<file path="src/hw/rtl/bpc_pkg.sv">
// ----------------------------------------------------------------------------
// bpc_pkg
// types, codes and helper functions of the button press classifier
// ----------------------------------------------------------------------------
`default_nettype none

package bpc_pkg;

    // counter width of the stable and hold counters
    localparam int COUNT_WIDTH = 16;
    // width of each configuration register
    localparam int CFG_WIDTH   = 16;
    // width of the press duration field
    localparam int TICKS_WIDTH = 16;
    // common compare width of counters and registers
    localparam int CMP_WIDTH   = (COUNT_WIDTH > CFG_WIDTH) ? COUNT_WIDTH : CFG_WIDTH;

    typedef logic [COUNT_WIDTH-1:0] t_cnt;
    typedef logic [CFG_WIDTH-1:0]   t_cfg_val;
    typedef logic [CMP_WIDTH-1:0]   t_cmp;

    localparam t_cnt CNT_MAX = {COUNT_WIDTH{1'b1}};

    // register indexes
    localparam logic [1:0] CFG_DEBOUNCE   = 2'd0;
    localparam logic [1:0] CFG_MIN_SHORT  = 2'd1;
    localparam logic [1:0] CFG_WARN       = 2'd2;
    localparam logic [1:0] CFG_FACTORY    = 2'd3;

    // register reset values
    localparam t_cfg_val CFG_DEBOUNCE_RST  = 16'd50;
    localparam t_cfg_val CFG_MIN_SHORT_RST = 16'd100;
    localparam t_cfg_val CFG_WARN_RST      = 16'd1500;
    localparam t_cfg_val CFG_FACTORY_RST   = 16'd3000;

    // link modes
    localparam logic [1:0] MODE_BLE = 2'd1;

    // event codes
    localparam logic [2:0] EV_NONE    = 3'd0;
    localparam logic [2:0] EV_PRESS   = 3'd1;
    localparam logic [2:0] EV_WARN    = 3'd2;
    localparam logic [2:0] EV_FACTORY = 3'd3;
    localparam logic [2:0] EV_CANCEL  = 3'd4;
    localparam logic [2:0] EV_TO_WIFI = 3'd5;
    localparam logic [2:0] EV_TO_BLE  = 3'd6;

    typedef struct packed {
        logic       key_level;
        logic [1:0] current_mode;
        logic       switch_done;
    } t_in_word;

    typedef struct packed {
        logic [2:0]             event_code;
        logic [TICKS_WIDTH-1:0] press_ticks;
    } t_out_word;

    typedef struct packed {
        t_cfg_val debounce_ticks;
        t_cfg_val min_short_ticks;
        t_cfg_val warn_ticks;
        t_cfg_val factory_reset_ticks;
    } t_cfg;

    // debouncer view of the current tick
    typedef struct packed {
        logic settled;
        logic level;
    } t_deb_status;

    function automatic t_cnt sat_inc(input t_cnt v);
        return (v == CNT_MAX) ? v : v + 1'b1;
    endfunction

    function automatic t_cmp cnt_to_cmp(input t_cnt v);
        return t_cmp'(v);
    endfunction

    function automatic t_cmp cfg_to_cmp(input t_cfg_val v);
        return t_cmp'(v);
    endfunction

    // press duration clipped to the field width
    function automatic logic [TICKS_WIDTH-1:0] sat_ticks(input t_cnt v);
        if (cnt_to_cmp(v) > t_cmp'({TICKS_WIDTH{1'b1}})) begin
            return {TICKS_WIDTH{1'b1}};
        end
        return TICKS_WIDTH'(v);
    endfunction

endpackage

`default_nettype wire

</file>
<file path="src/hw/rtl/bpc_debounce.sv">
// ----------------------------------------------------------------------------
// bpc_debounce
// tracks the last key level and how long it has been stable
// ----------------------------------------------------------------------------
`default_nettype none

module bpc_debounce import bpc_pkg::*; (
    input  wire logic        i_clk,
    input  wire logic        i_rst_n,
    input  wire logic        i_step,
    input  wire logic        i_level,
    input  wire t_cfg_val    i_debounce_ticks,
    output t_deb_status      o_status
);

    logic r_last_level;
    logic n_last_level;
    t_cnt r_stable_count;
    t_cnt n_stable_count;
    t_cnt stable_inc;
    logic changed;

    assign changed    = (i_level != r_last_level);
    assign stable_inc = sat_inc(r_stable_count);

    always_comb begin
        if (changed) begin
            n_last_level   = i_level;
            n_stable_count = '0;
        end else begin
            n_last_level   = r_last_level;
            n_stable_count = stable_inc;
        end
    end

    assign o_status.level   = i_level;
    assign o_status.settled = !changed &&
                              (cnt_to_cmp(stable_inc) > cfg_to_cmp(i_debounce_ticks));

    always_ff @(posedge i_clk) begin
        if (!i_rst_n) begin
            r_last_level   <= 1'b1;
            r_stable_count <= '0;
        end else if (i_step) begin
            r_last_level   <= n_last_level;
            r_stable_count <= n_stable_count;
        end
    end

endmodule

`default_nettype wire

</file>
<file path="src/hw/rtl/bpc_press_ctrl.sv">
// ----------------------------------------------------------------------------
// bpc_press_ctrl
// press timing, busy tracking and event selection for one tick
// ----------------------------------------------------------------------------
`default_nettype none

module bpc_press_ctrl import bpc_pkg::*; (
    input  wire logic        i_clk,
    input  wire logic        i_rst_n,
    input  wire logic        i_step,
    input  wire t_in_word    i_word,
    input  wire t_deb_status i_deb,
    input  wire t_cfg        i_cfg,
    output t_out_word        o_result
);

    logic       r_seen_released;
    logic       n_seen_released;
    logic       r_press_active;
    logic       n_press_active;
    t_cnt       r_hold_count;
    t_cnt       n_hold_count;
    logic       r_long_pending;
    logic       n_long_pending;
    logic       r_switch_busy;
    logic       n_switch_busy;
    logic       r_reset_latched;
    logic       n_reset_latched;
    logic       busy_now;
    t_cnt       hold_now;
    t_cmp       hold_cmp;
    logic [2:0] event_code;

    // switch_done clears busy before the tick is looked at
    assign busy_now = r_switch_busy & ~i_word.switch_done;
    assign hold_now = r_press_active ? sat_inc(r_hold_count) : r_hold_count;
    assign hold_cmp = cnt_to_cmp(hold_now);

    always_comb begin
        n_seen_released = r_seen_released | i_word.key_level;
        n_press_active  = r_press_active;
        n_hold_count    = hold_now;
        n_long_pending  = r_long_pending;
        n_switch_busy   = busy_now;
        n_reset_latched = r_reset_latched;
        event_code      = EV_NONE;
        if (i_deb.settled) begin
            if (!i_deb.level) begin
                if (r_seen_released && !busy_now) begin
                    if (!r_press_active) begin
                        n_press_active = 1'b1;
                        n_hold_count   = '0;
                        n_long_pending = 1'b0;
                        event_code     = EV_PRESS;
                    end else begin
                        if (hold_cmp >= cfg_to_cmp(i_cfg.warn_ticks) && !r_long_pending) begin
                            n_long_pending = 1'b1;
                            event_code     = EV_WARN;
                        end
                        if (hold_cmp >= cfg_to_cmp(i_cfg.factory_reset_ticks) &&
                            !r_reset_latched) begin
                            n_reset_latched = 1'b1;
                            event_code      = EV_FACTORY;
                        end
                    end
                end
            end else if (r_press_active) begin
                n_press_active = 1'b0;
                if (r_long_pending) begin
                    n_long_pending = 1'b0;
                    event_code     = EV_CANCEL;
                end else if (hold_cmp >= cfg_to_cmp(i_cfg.min_short_ticks) &&
                             hold_cmp < cfg_to_cmp(i_cfg.warn_ticks) && !busy_now) begin
                    n_switch_busy = 1'b1;
                    event_code    = (i_word.current_mode == MODE_BLE) ? EV_TO_WIFI : EV_TO_BLE;
                end
            end
        end
    end

    assign o_result.event_code  = event_code;
    assign o_result.press_ticks = sat_ticks(n_hold_count);

    always_ff @(posedge i_clk) begin
        if (!i_rst_n) begin
            r_seen_released <= 1'b0;
            r_press_active  <= 1'b0;
            r_hold_count    <= '0;
            r_long_pending  <= 1'b0;
            r_switch_busy   <= 1'b0;
            r_reset_latched <= 1'b0;
        end else if (i_step) begin
            r_seen_released <= n_seen_released;
            r_press_active  <= n_press_active;
            r_hold_count    <= n_hold_count;
            r_long_pending  <= n_long_pending;
            r_switch_busy   <= n_switch_busy;
            r_reset_latched <= n_reset_latched;
        end
    end

endmodule

`default_nettype wire

</file>
<file path="src/hw/rtl/button_press_classifier.sv">
// ----------------------------------------------------------------------------
// button_press_classifier
// debounces a key sampled once per tick and classifies presses into events
// ----------------------------------------------------------------------------
//
// channel  direction  handshake                 word
// -------  ---------  ------------------------  ------------------------------
// in       input      i_in_valid / o_in_stall   i_in_word  (t_in_word)
// out      output     o_out_valid / i_out_stall o_out_word (t_out_word)
// cfg      input      i_cfg_we, no handshake    i_cfg_index, i_cfg_data
//
// one tick word per cycle sustained while i_out_stall is low; each word gives exactly one result word
// a word passes through the input register, then the result register
// the per-tick state update happens when a word moves into the result register
// i_out_stall holds the result register; the input register stalls only when
// it is full and the result register is held
// reset (i_rst_n low, synchronous) empties both registers, clears the
// classifier state and loads the register defaults
// ----------------------------------------------------------------------------
`default_nettype none

module button_press_classifier import bpc_pkg::*; (
    input  wire logic       i_clk,
    input  wire logic       i_rst_n,
    // tick channel
    input  wire logic       i_in_valid,
    output logic            o_in_stall,
    input  wire t_in_word   i_in_word,
    // result channel
    output logic            o_out_valid,
    input  wire logic       i_out_stall,
    output t_out_word       o_out_word,
    // register writes
    input  wire logic       i_cfg_we,
    input  wire logic [1:0] i_cfg_index,
    input  wire t_cfg_val   i_cfg_data
);

    // configuration registers
    t_cfg        r_cfg;

    // input register
    logic        r_in_valid;
    t_in_word    r_in_word;

    // result register
    logic        r_out_valid;
    t_out_word   r_out_word;

    logic        step;       // word in the input register moves to the result register
    logic        in_take;    // new tick word accepted
    t_deb_status deb_status;
    t_out_word   result;

    // the result register frees up when empty or being drained
    assign step       = r_in_valid && (!r_out_valid || !i_out_stall);
    assign o_in_stall = r_in_valid && !step;
    assign in_take    = i_in_valid && !o_in_stall;

    // register writes, to be made only while idle; the block itself does not enforce it
    always_ff @(posedge i_clk) begin
        if (!i_rst_n) begin
            r_cfg.debounce_ticks      <= CFG_DEBOUNCE_RST;
            r_cfg.min_short_ticks     <= CFG_MIN_SHORT_RST;
            r_cfg.warn_ticks          <= CFG_WARN_RST;
            r_cfg.factory_reset_ticks <= CFG_FACTORY_RST;
        end else if (i_cfg_we) begin
            case (i_cfg_index)
                CFG_DEBOUNCE:  r_cfg.debounce_ticks      <= i_cfg_data;
                CFG_MIN_SHORT: r_cfg.min_short_ticks     <= i_cfg_data;
                CFG_WARN:      r_cfg.warn_ticks          <= i_cfg_data;
                CFG_FACTORY:   r_cfg.factory_reset_ticks <= i_cfg_data;
                default:       r_cfg                     <= r_cfg;
            endcase
        end
    end

    // input register
    always_ff @(posedge i_clk) begin
        if (!i_rst_n) begin
            r_in_valid <= 1'b0;
        end else if (in_take) begin
            r_in_valid <= 1'b1;
        end else if (step) begin
            r_in_valid <= 1'b0;
        end
    end

    always_ff @(posedge i_clk) begin
        if (in_take) begin
            r_in_word <= i_in_word;
        end
    end

    // level tracking and debounce
    bpc_debounce u_debounce (
        .i_clk            (i_clk),
        .i_rst_n          (i_rst_n),
        .i_step           (step),
        .i_level          (r_in_word.key_level),
        .i_debounce_ticks (r_cfg.debounce_ticks),
        .o_status         (deb_status)
    );

    // press timing and event selection
    bpc_press_ctrl u_press_ctrl (
        .i_clk    (i_clk),
        .i_rst_n  (i_rst_n),
        .i_step   (step),
        .i_word   (r_in_word),
        .i_deb    (deb_status),
        .i_cfg    (r_cfg),
        .o_result (result)
    );

    // result register
    always_ff @(posedge i_clk) begin
        if (!i_rst_n) begin
            r_out_valid <= 1'b0;
        end else if (step) begin
            r_out_valid <= 1'b1;
        end else if (!i_out_stall) begin
            r_out_valid <= 1'b0;
        end
    end

    always_ff @(posedge i_clk) begin
        if (step) begin
            r_out_word <= result;
        end
    end

    assign o_out_valid = r_out_valid;
    assign o_out_word  = r_out_word;

endmodule

`default_nettype wire

</file>
<file path="config.mk">
export PLATFORM = sky130hd
export DESIGN_NAME = button_press_classifier
export DESIGN_NICKNAME = d
export VERILOG_FILES = /design/src/hw/rtl/bpc_pkg.sv /design/src/hw/rtl/bpc_debounce.sv /design/src/hw/rtl/bpc_press_ctrl.sv /design/src/hw/rtl/button_press_classifier.sv
export SDC_FILE = /design/constraint.sdc
export NUM_CORES = 1
export LEC_CHECK = 0
export ABC_AREA = 0
export BUFFER_PORTS_ARGS = -buffer_cell sky130_fd_sc_hd__buf_2
export CAP_MARGIN = 10
export CELL_PAD_IN_SITES_DETAIL_PLACEMENT = 1
export CELL_PAD_IN_SITES_GLOBAL_PLACEMENT = 1
export CORE_UTILIZATION = 50
export CTS_CLUSTER_SIZE = 20
export DETAILED_ROUTE_END_ITERATION = 10
export GPL_ROUTABILITY_DRIVEN = 0
export HOLD_SLACK_MARGIN = 0.03
export PLACE_DENSITY_LB_ADDON = 0.1
export SYNTH_ARGS = -nofsm -noshare
export SYNTH_HDL_FRONTEND = slang
export SYNTH_SLANG_ARGS = --single-unit
</file>
<file path="constraint.sdc">
create_clock -name i_clk -period 6.5 [get_ports i_clk]
set_input_delay 1.3 -clock i_clk [delete_from_list [all_inputs] [get_ports i_clk]]
set_output_delay 1.3 -clock i_clk [all_outputs]
set_load 0.05 [all_outputs]
</file>
**Word level (Yosys, flattened, before mapping)**

Cells that the tools add are included.

- Bits in registers: 127
- Latch bits: 0
- Memory bits (writable): 0
- Memory bits (read-only): 0
- Input bits: 27
- Logic and storage cells: 106
- Memories kept: 0

- Add/subtract/negate cells: 2
- Multipliers: 0
- Divide/modulo/power cells: 0
- Order comparisons: 6
- Eq/ne operators: 10
- Shifts and indexed selects: 0
- Muxes and demuxes: 36
- Bitwise gates (word level): 4
- Reduce and logical (&&, ||, !) cells: 29

Operator list:

| kind | number |
|---|---|
| 16-bit two-way mux | 10 |
| 16-bit >= comparator | 3 |
| 16-bit by 1-bit adder with 16-bit output (second input constant) | 2 |
| 16-bit equality test (second input constant) | 2 |
| 3-bit two-way mux | 6 |
| 1-bit two-way mux | 17 |
| 16-bit > comparator | 1 |
| 16-bit > comparator (second input constant) | 1 |
| 16-bit < comparator | 1 |
| 2-bit AND reduction | 5 |
| 1-bit logical AND | 9 |
| 1-bit logical NOT | 8 |
| 2-bit two-way mux | 3 |
| 6-bit AND reduction | 1 |
| 5-bit AND reduction | 1 |
| 2-bit by 1-bit equality test with 1-bit output (second input constant) | 2 |
| 2-bit equality test (second input constant) | 2 |
| 2-bit by 1-bit != test with 1-bit output (second input constant) | 2 |
| 2-bit nonzero test | 2 |
| 3-bit != test (second input constant) | 1 |
| 3-bit AND reduction | 1 |
| 2-bit logical NOT | 1 |
| 1-bit inverter | 2 |
| 1-bit AND | 1 |
| other kinds (3) | 3 |

**Depth between registers and ports, before layout**

- Depth in word-level cells: 11
- Gate-level depth with buffers: 16

**Hierarchy**

Synthesis repeated with hierarchy kept, for this count alone.

- Cell total of the unflattened synthesis: 863
- Area total of the unflattened synthesis: 7664.9 um^2

Modules (own cells, without submodules):

| module | instances | cells each | area an instance (um^2) |
|---|---|---|---|
| button_press_classifier | 1 | 276 | 3250.6 |
| bpc_press_ctrl | 1 | 373 | 2763.9 |
| bpc_debounce | 1 | 214 | 1650.3 |

**Worst setup path before layout**

OpenSTA, ideal clock, no wires.

- Kind: register -> register
- Start: register u_debounce.r_stable_count[0]
- End: register r_out_word, in the netlist o_out_word[16] (data pin)
- Library setup time: 0.265 ns
- Arrival time: 3.400 ns
- Slack: 2.835 ns
- Cell stages (with the launch flop): 17
- Buffers on the path: 3
- Clock period less this slack: 3.665 ns
- Cell sequence: dfxtp_1 ha_1 nand4_1 or4_4 buf_6 and3_4 buf_6 nand2_1 xnor2_1 ha_1 and3_1 a221oi_1 nor4_1 or4_1 buf_2 nand4_1 o21ai_0

- Word-level cells in the longest chain between the ends: 4
- Elaborated cells on any way between the ends: 5
- Those cells by class: 1 x add/sub; 1 x order compare; 1 x eq/ne; 1 x mux; 1 x reduce/logical

Ends and longest elaborated chain:

| what | line | text |
|---|---|---|
| start: declaration | bpc_debounce.sv:18 | `t_cnt r_stable_count;` |
| start signal: assignment | bpc_debounce.sv:46 | `r_stable_count <= n_stable_count;` |
| 16-bit by 1-bit adder with 16-bit output or 16-bit equality test (tied branches) | bpc_pkg.sv:73 | `return (v == CNT_MAX) ? v : v + 1'b1;` |
| 16-bit two-way mux (*) | bpc_pkg.sv:73 |  |
| 16-bit > comparator (*) | bpc_debounce.sv:38 | `(cnt_to_cmp(stable_inc) > cfg_to_cmp(i_debounce_ticks));` |
| 1-bit logical AND (*) | bpc_debounce.sv:37 | `assign o_status.settled = !changed &&` |
| end signal: assignment | button_press_classifier.sv:129 | `r_out_word <= result;` |
| end: declaration | button_press_classifier.sv:48 | `t_out_word r_out_word;` |

Mark *: on every way between the ends. The rest lies on a longest branch, timed or not.
A chain may end at the register's enable or synchronous reset.

**Worst setup path in the final report**

- Start: register u_debounce.r_stable_count[4]
- End: register r_out_word, in the netlist o_out_word[4] (data pin)

- Word-level cells in the longest chain between the ends: 8
- Elaborated cells on any way between the ends: 9
- Those cells by class: 1 x add/sub; 2 x order compare; 1 x eq/ne; 4 x mux; 1 x reduce/logical

Ends and longest elaborated chain:

| what | line | text |
|---|---|---|
| 16-bit by 1-bit adder with 16-bit output or 16-bit equality test (tied branches) | bpc_pkg.sv:73 |  |
| 16-bit two-way mux (*) | bpc_pkg.sv:73 |  |
| 16-bit > comparator (*) | bpc_debounce.sv:38 |  |
| 1-bit logical AND (*) | bpc_debounce.sv:37 |  |
| 16-bit two-way mux (*) | bpc_press_ctrl.sv:47 | `if (i_deb.settled) begin` |
| net u_press_ctrl.n_hold_count[4] | bpc_press_ctrl.sv:22 | `t_cnt n_hold_count;` |
| 16-bit > comparator | bpc_pkg.sv:86 | `if (cnt_to_cmp(v) > t_cmp'({TICKS_WIDTH{1'b1}})) begin` |
| 1-bit two-way mux | bpc_pkg.sv:86 |  |
| 16-bit two-way mux (*) | bpc_pkg.sv:89 | `return TICKS_WIDTH'(v);` |

Mark *: on every way through the listed nets, which the timed path passes. The rest lies on a longest branch.

==> summary.md <==
| Metric | Value |
|---|---|
| Final wirelength | roughly 22000 um |
| R2R Setup Slk | 2.16 ns |
| Final Max Slew Viols | 0 |
| Core area | 0.0134 mm2 |
| Slowest cell on crit path | nor3_4 |
| Sequential share of the synthesized area | between 30% and 40% |
| Largest net degree at the start of global routing | 56 |
| VDD IR max | about 180 uV |
| CTS tree | done |
| Non-Filler Instances | 1074 |
| Worst R2R Start | u_debounce.r_stable_count[4]$_SDFFE_PN0P_ |
| Initial core utilization | 52.0% |
| Die W | between 100 and 150 um |
| Nets@finish | between 900 and 1000 |
| Kind of critical path | flop to flop |
| Clk sinks | around 130 |
| Worst Hold Class | flop to flop |
| # hold bufs at CTS | 0 |
| Min-delay src | r_cfg[25]$_SDFFE_PN0P_ |
| Die height | about 120 um |
| Number of synthesized register bits | approximately 130 |
| Crit. End Element | flop |
| Placed cells | roughly 1000 |
| GRT overflow | 0 |
| Diode count | 0 |
| Syn_nets | 941 |
| Data arrival time of the worst path | ~4.5 ns |
| CP Cell Sequence | nand4_2, nor4_1, nand4_1, nor3_1, nor2_1, ha_1, nand4_2, or4_4, a21oi_2, nor4_2, nor3_4, nor2_1 |
| R2r worst-path depth | 12 |
| Drt wl/cell | 20.9 um |
| Ys async rst share | 0% |
| Post-DP HPWL | between 15000 and 20000 um |
| Min Tclk post-route | roughly 4.3 ns |
| Required @ worst endpoint | ~6.7 ns |
| Antenna Violating Nets Remaining | 0 |
| DRC viols | 0 |
| Reg2Reg Capture Point | o_out_word[4]$_DFFE_PP_ |
| EDFF count, synth | 23 |
| Peak Freq | around 230 MHz |
| Root buf cell | clkbuf_16 |
| Status | finished clean |
| CTS Buf Count | 17 |
| Post-Syn Instances | between 800 and 900 |
| Actual slew at the worst max-slew pin | 1.25 ns |
| Setup TNS | 0 ns |
| RSZ-0062 raised after global routing | false |
| Worst-path clk slew | about 0.06 ns |
| Largest buffer count on any clock path | 2 |
| Worst rel slew slack | around 16% |
| Hold endpoint | r_cfg[25]$_SDFFE_PN0P_ |
| Via Count | roughly 6500 |
| Vias in the first global route | about 6800 |
| Crit Path Max Fanout | 17 |
| Pre-antenna DRT Iters | 5 |
| Fin. Hold Viols | 0 |
| Boundary Pins | 48 |
| Ys flop type | dfxtp_1 |
| Max incr delay on CP | approximately 0.67 ns |
| First-pass GRT wire length | roughly 36000 um |
| Hold WS | ~0.45 ns |
| Tot GR Track Use | 32.7% |
| Worst path bufs/invs | 0 |
| Cell family with most CP delay | simple AND/OR/NAND/NOR gates |
| Initial DRC count | slightly below 500 |
| Startpoint types | flop |
| Mapped cell area | roughly 0.0070 mm2 |
| Vias/cell | ~6 |
| Post-CTS Setup Repair Bufs | 0 |
| Fin crit share | between 60% and 70% |
| Skew-Pair Late Insertion Delay | 0.43 ns |
| Final Skew | 0.00446 ns |
| H-tree depth | 4 |
| P_leak | about 0.0033 uW |
| Post-CTS resize count | 0 |
| Hold-critical path depth | 2 |
| Share of post-route cells with drive strength above 1 | 11.2% |
| Die area | ~0.014 mm2 |
| Number of port buffers | between 40 and 50 |
| Area grow syn2layout | 13.2% |
| Final setup fails | 0 |
| Initial antenna violation count | 0 |
| FP Rows | 42 |
| Max Cap Violations | 0 |
| Synth unique cells | 60 |
| PD cells | between 200 and 250 mW/mm2 |
| Number of warnings issued by yosys | 0 |
| Mean post-synth cell area | approximately 8.2 um2 |
[cells by family (layout without fill, tap and decap cells)]
family | count (synthesis) | count (layout) | share of synthesized area (%)
xor gates and xnor gates | 25 | 25 | 3.14
buffers and inverters | 117 | 167 | 6.80
AOI/OAI and AO/OA | 180 | 180 | 15.8
and+or+nand+nor | 329 | 329 | 22.0
adders and majority gates | 66 | 66 | 11.8
DFF | 127 | 127 | 39.8
muxes | 4 | 4 | 0.646
[through the flow]
stage / power [uW] / worst slack [ns] / utilization [%] / instance area [um2]
6_report: 1950 / 2.16 / 58.9 / 7890
2_1_floorplan: 947 / 2.84 / - / 6970
4_1_cts: 1950 / 2.21 / 58.9 / 7890
5_1_grt: 2000 / 1.85 / 58.9 / 7890
3_3_place_gp: 994 / 2.47 / 54.5 / 7300
3_5_place_dp: 1000 / 2.24 / 54.5 / 7300
[cell type report]
cell class | instances | area, um2
Clock inverter | 8 | 76.3
Inverter | 85 | 319
Timing Repair Buffer | 50 | 258
Multi-Input combinational cell | 604 | 3730
Fill cell | 1663 | 5510
Tap cell | 176 | 220
Sequential cell | 127 | 2770
Clock buffer | 24 | 513
[sequential cells by signal (all words and copies together) (netlist names)]
register                      flops
o_out_valid                       1
o_out_word                       19
r_cfg                            64
r_in_valid                        1
r_in_word                         4
u_debounce.r_last_level           1
u_debounce.r_stable_count        16
u_press_ctrl.r_hold_count        16
u_press_ctrl.r_long_pending       1
u_press_ctrl.r_press_active       1
u_press_ctrl.r_reset_latched      1
u_press_ctrl.r_seen_released      1
u_press_ctrl.r_switch_busy        1
[synth_stat cells, types with 4 or more instances]
cell type | n | area, um2
a211oi_1 | 6 | 45.0
a21oi_1 | 71 | 355
a22o_1 | 4 | 35.0
a31oi_1 | 13 | 81.3
and3_1 | 8 | 50.1
clkbuf_1 | 23 | 86.3
dfxtp_1 | 104 | 2080
edfxtp_1 | 23 | 691
ha_1 | 66 | 826
inv_1 | 83 | 312
nand2_1 | 175 | 657
nand3_1 | 18 | 90.1
nand4_1 | 19 | 119
nor2_1 | 51 | 191
nor2b_1 | 5 | 31.3
nor3_1 | 10 | 50.1
nor4_1 | 9 | 56.3
o211ai_1 | 26 | 195
o21ai_0 | 24 | 120
o21ai_1 | 11 | 55.1
o31ai_1 | 4 | 30.0
xnor2_1 | 15 | 131
xor2_1 | 10 | 87.6
[cells in the final DEF (no fill, tap or decap), types with 9 or more instances in the layout]
cell type,synthesis,final
xnor2_1,15,15
a31oi_1,13,13
nand4_1,19,19
buf_2,1,47
nor4_1,9,9
nand2_1,175,175
ha_1,66,66
a21oi_1,71,71
o21ai_1,11,11
edfxtp_1,23,23
inv_1,83,83
nor2_1,51,51
o21ai_0,24,24
dfxtp_1,104,104
o211ai_1,26,26
nor3_1,10,10
clkbuf_16,0,18
nand3_1,18,18
xor2_1,10,10
[layer usage]
layer	vias to the layer above	part of all wire (%)	wire length (um)	track usage, %
met1	3198	43	9660	39.6
met4	0	3.0	678	13.7
met5	-	0	0	0
li1	3014	-	-	-
met2	181	49	11000	56.0
met3	58	4.6	1030	6.75
[worst min-delay path, cell delays in order (launching register included)]
cell,delay [ns]
dfxtp_1,0.31
nand2_1,0.05
a21oi_1,0.05
[how the worst max path moves through the flow]
stage / depth (start not counted) / to / start
final: 12 / o_out_word[4]$_DFFE_PP_ / u_debounce.r_stable_count[4]$_SDFFE_PN0P_
after global placement: 8 / u_press_ctrl.r_hold_count[2]$_SDFFE_PN0P_ / i_out_stall
after global routing: 12 / o_out_word[2]$_DFFE_PP_ / u_debounce.r_stable_count[4]$_SDFFE_PN0P_
after floorplan: 16 / o_out_word[16]$_SDFFCE_PP0P_ / u_debounce.r_stable_count[0]$_SDFFE_PN0P_
after detailed placement: 8 / u_press_ctrl.r_hold_count[2]$_SDFFE_PN0P_ / i_out_stall
after CTS: 13 / o_out_word[15]$_DFFE_PP_ / u_debounce.r_stable_count[4]$_SDFFE_PN0P_
[power breakdown]
part           internal (uW)  switching (uW)
clock network            588             370
logic                   40.8             112
registers                825            11.5
total                   1450             494
Power figures use the tool's default switching activity.
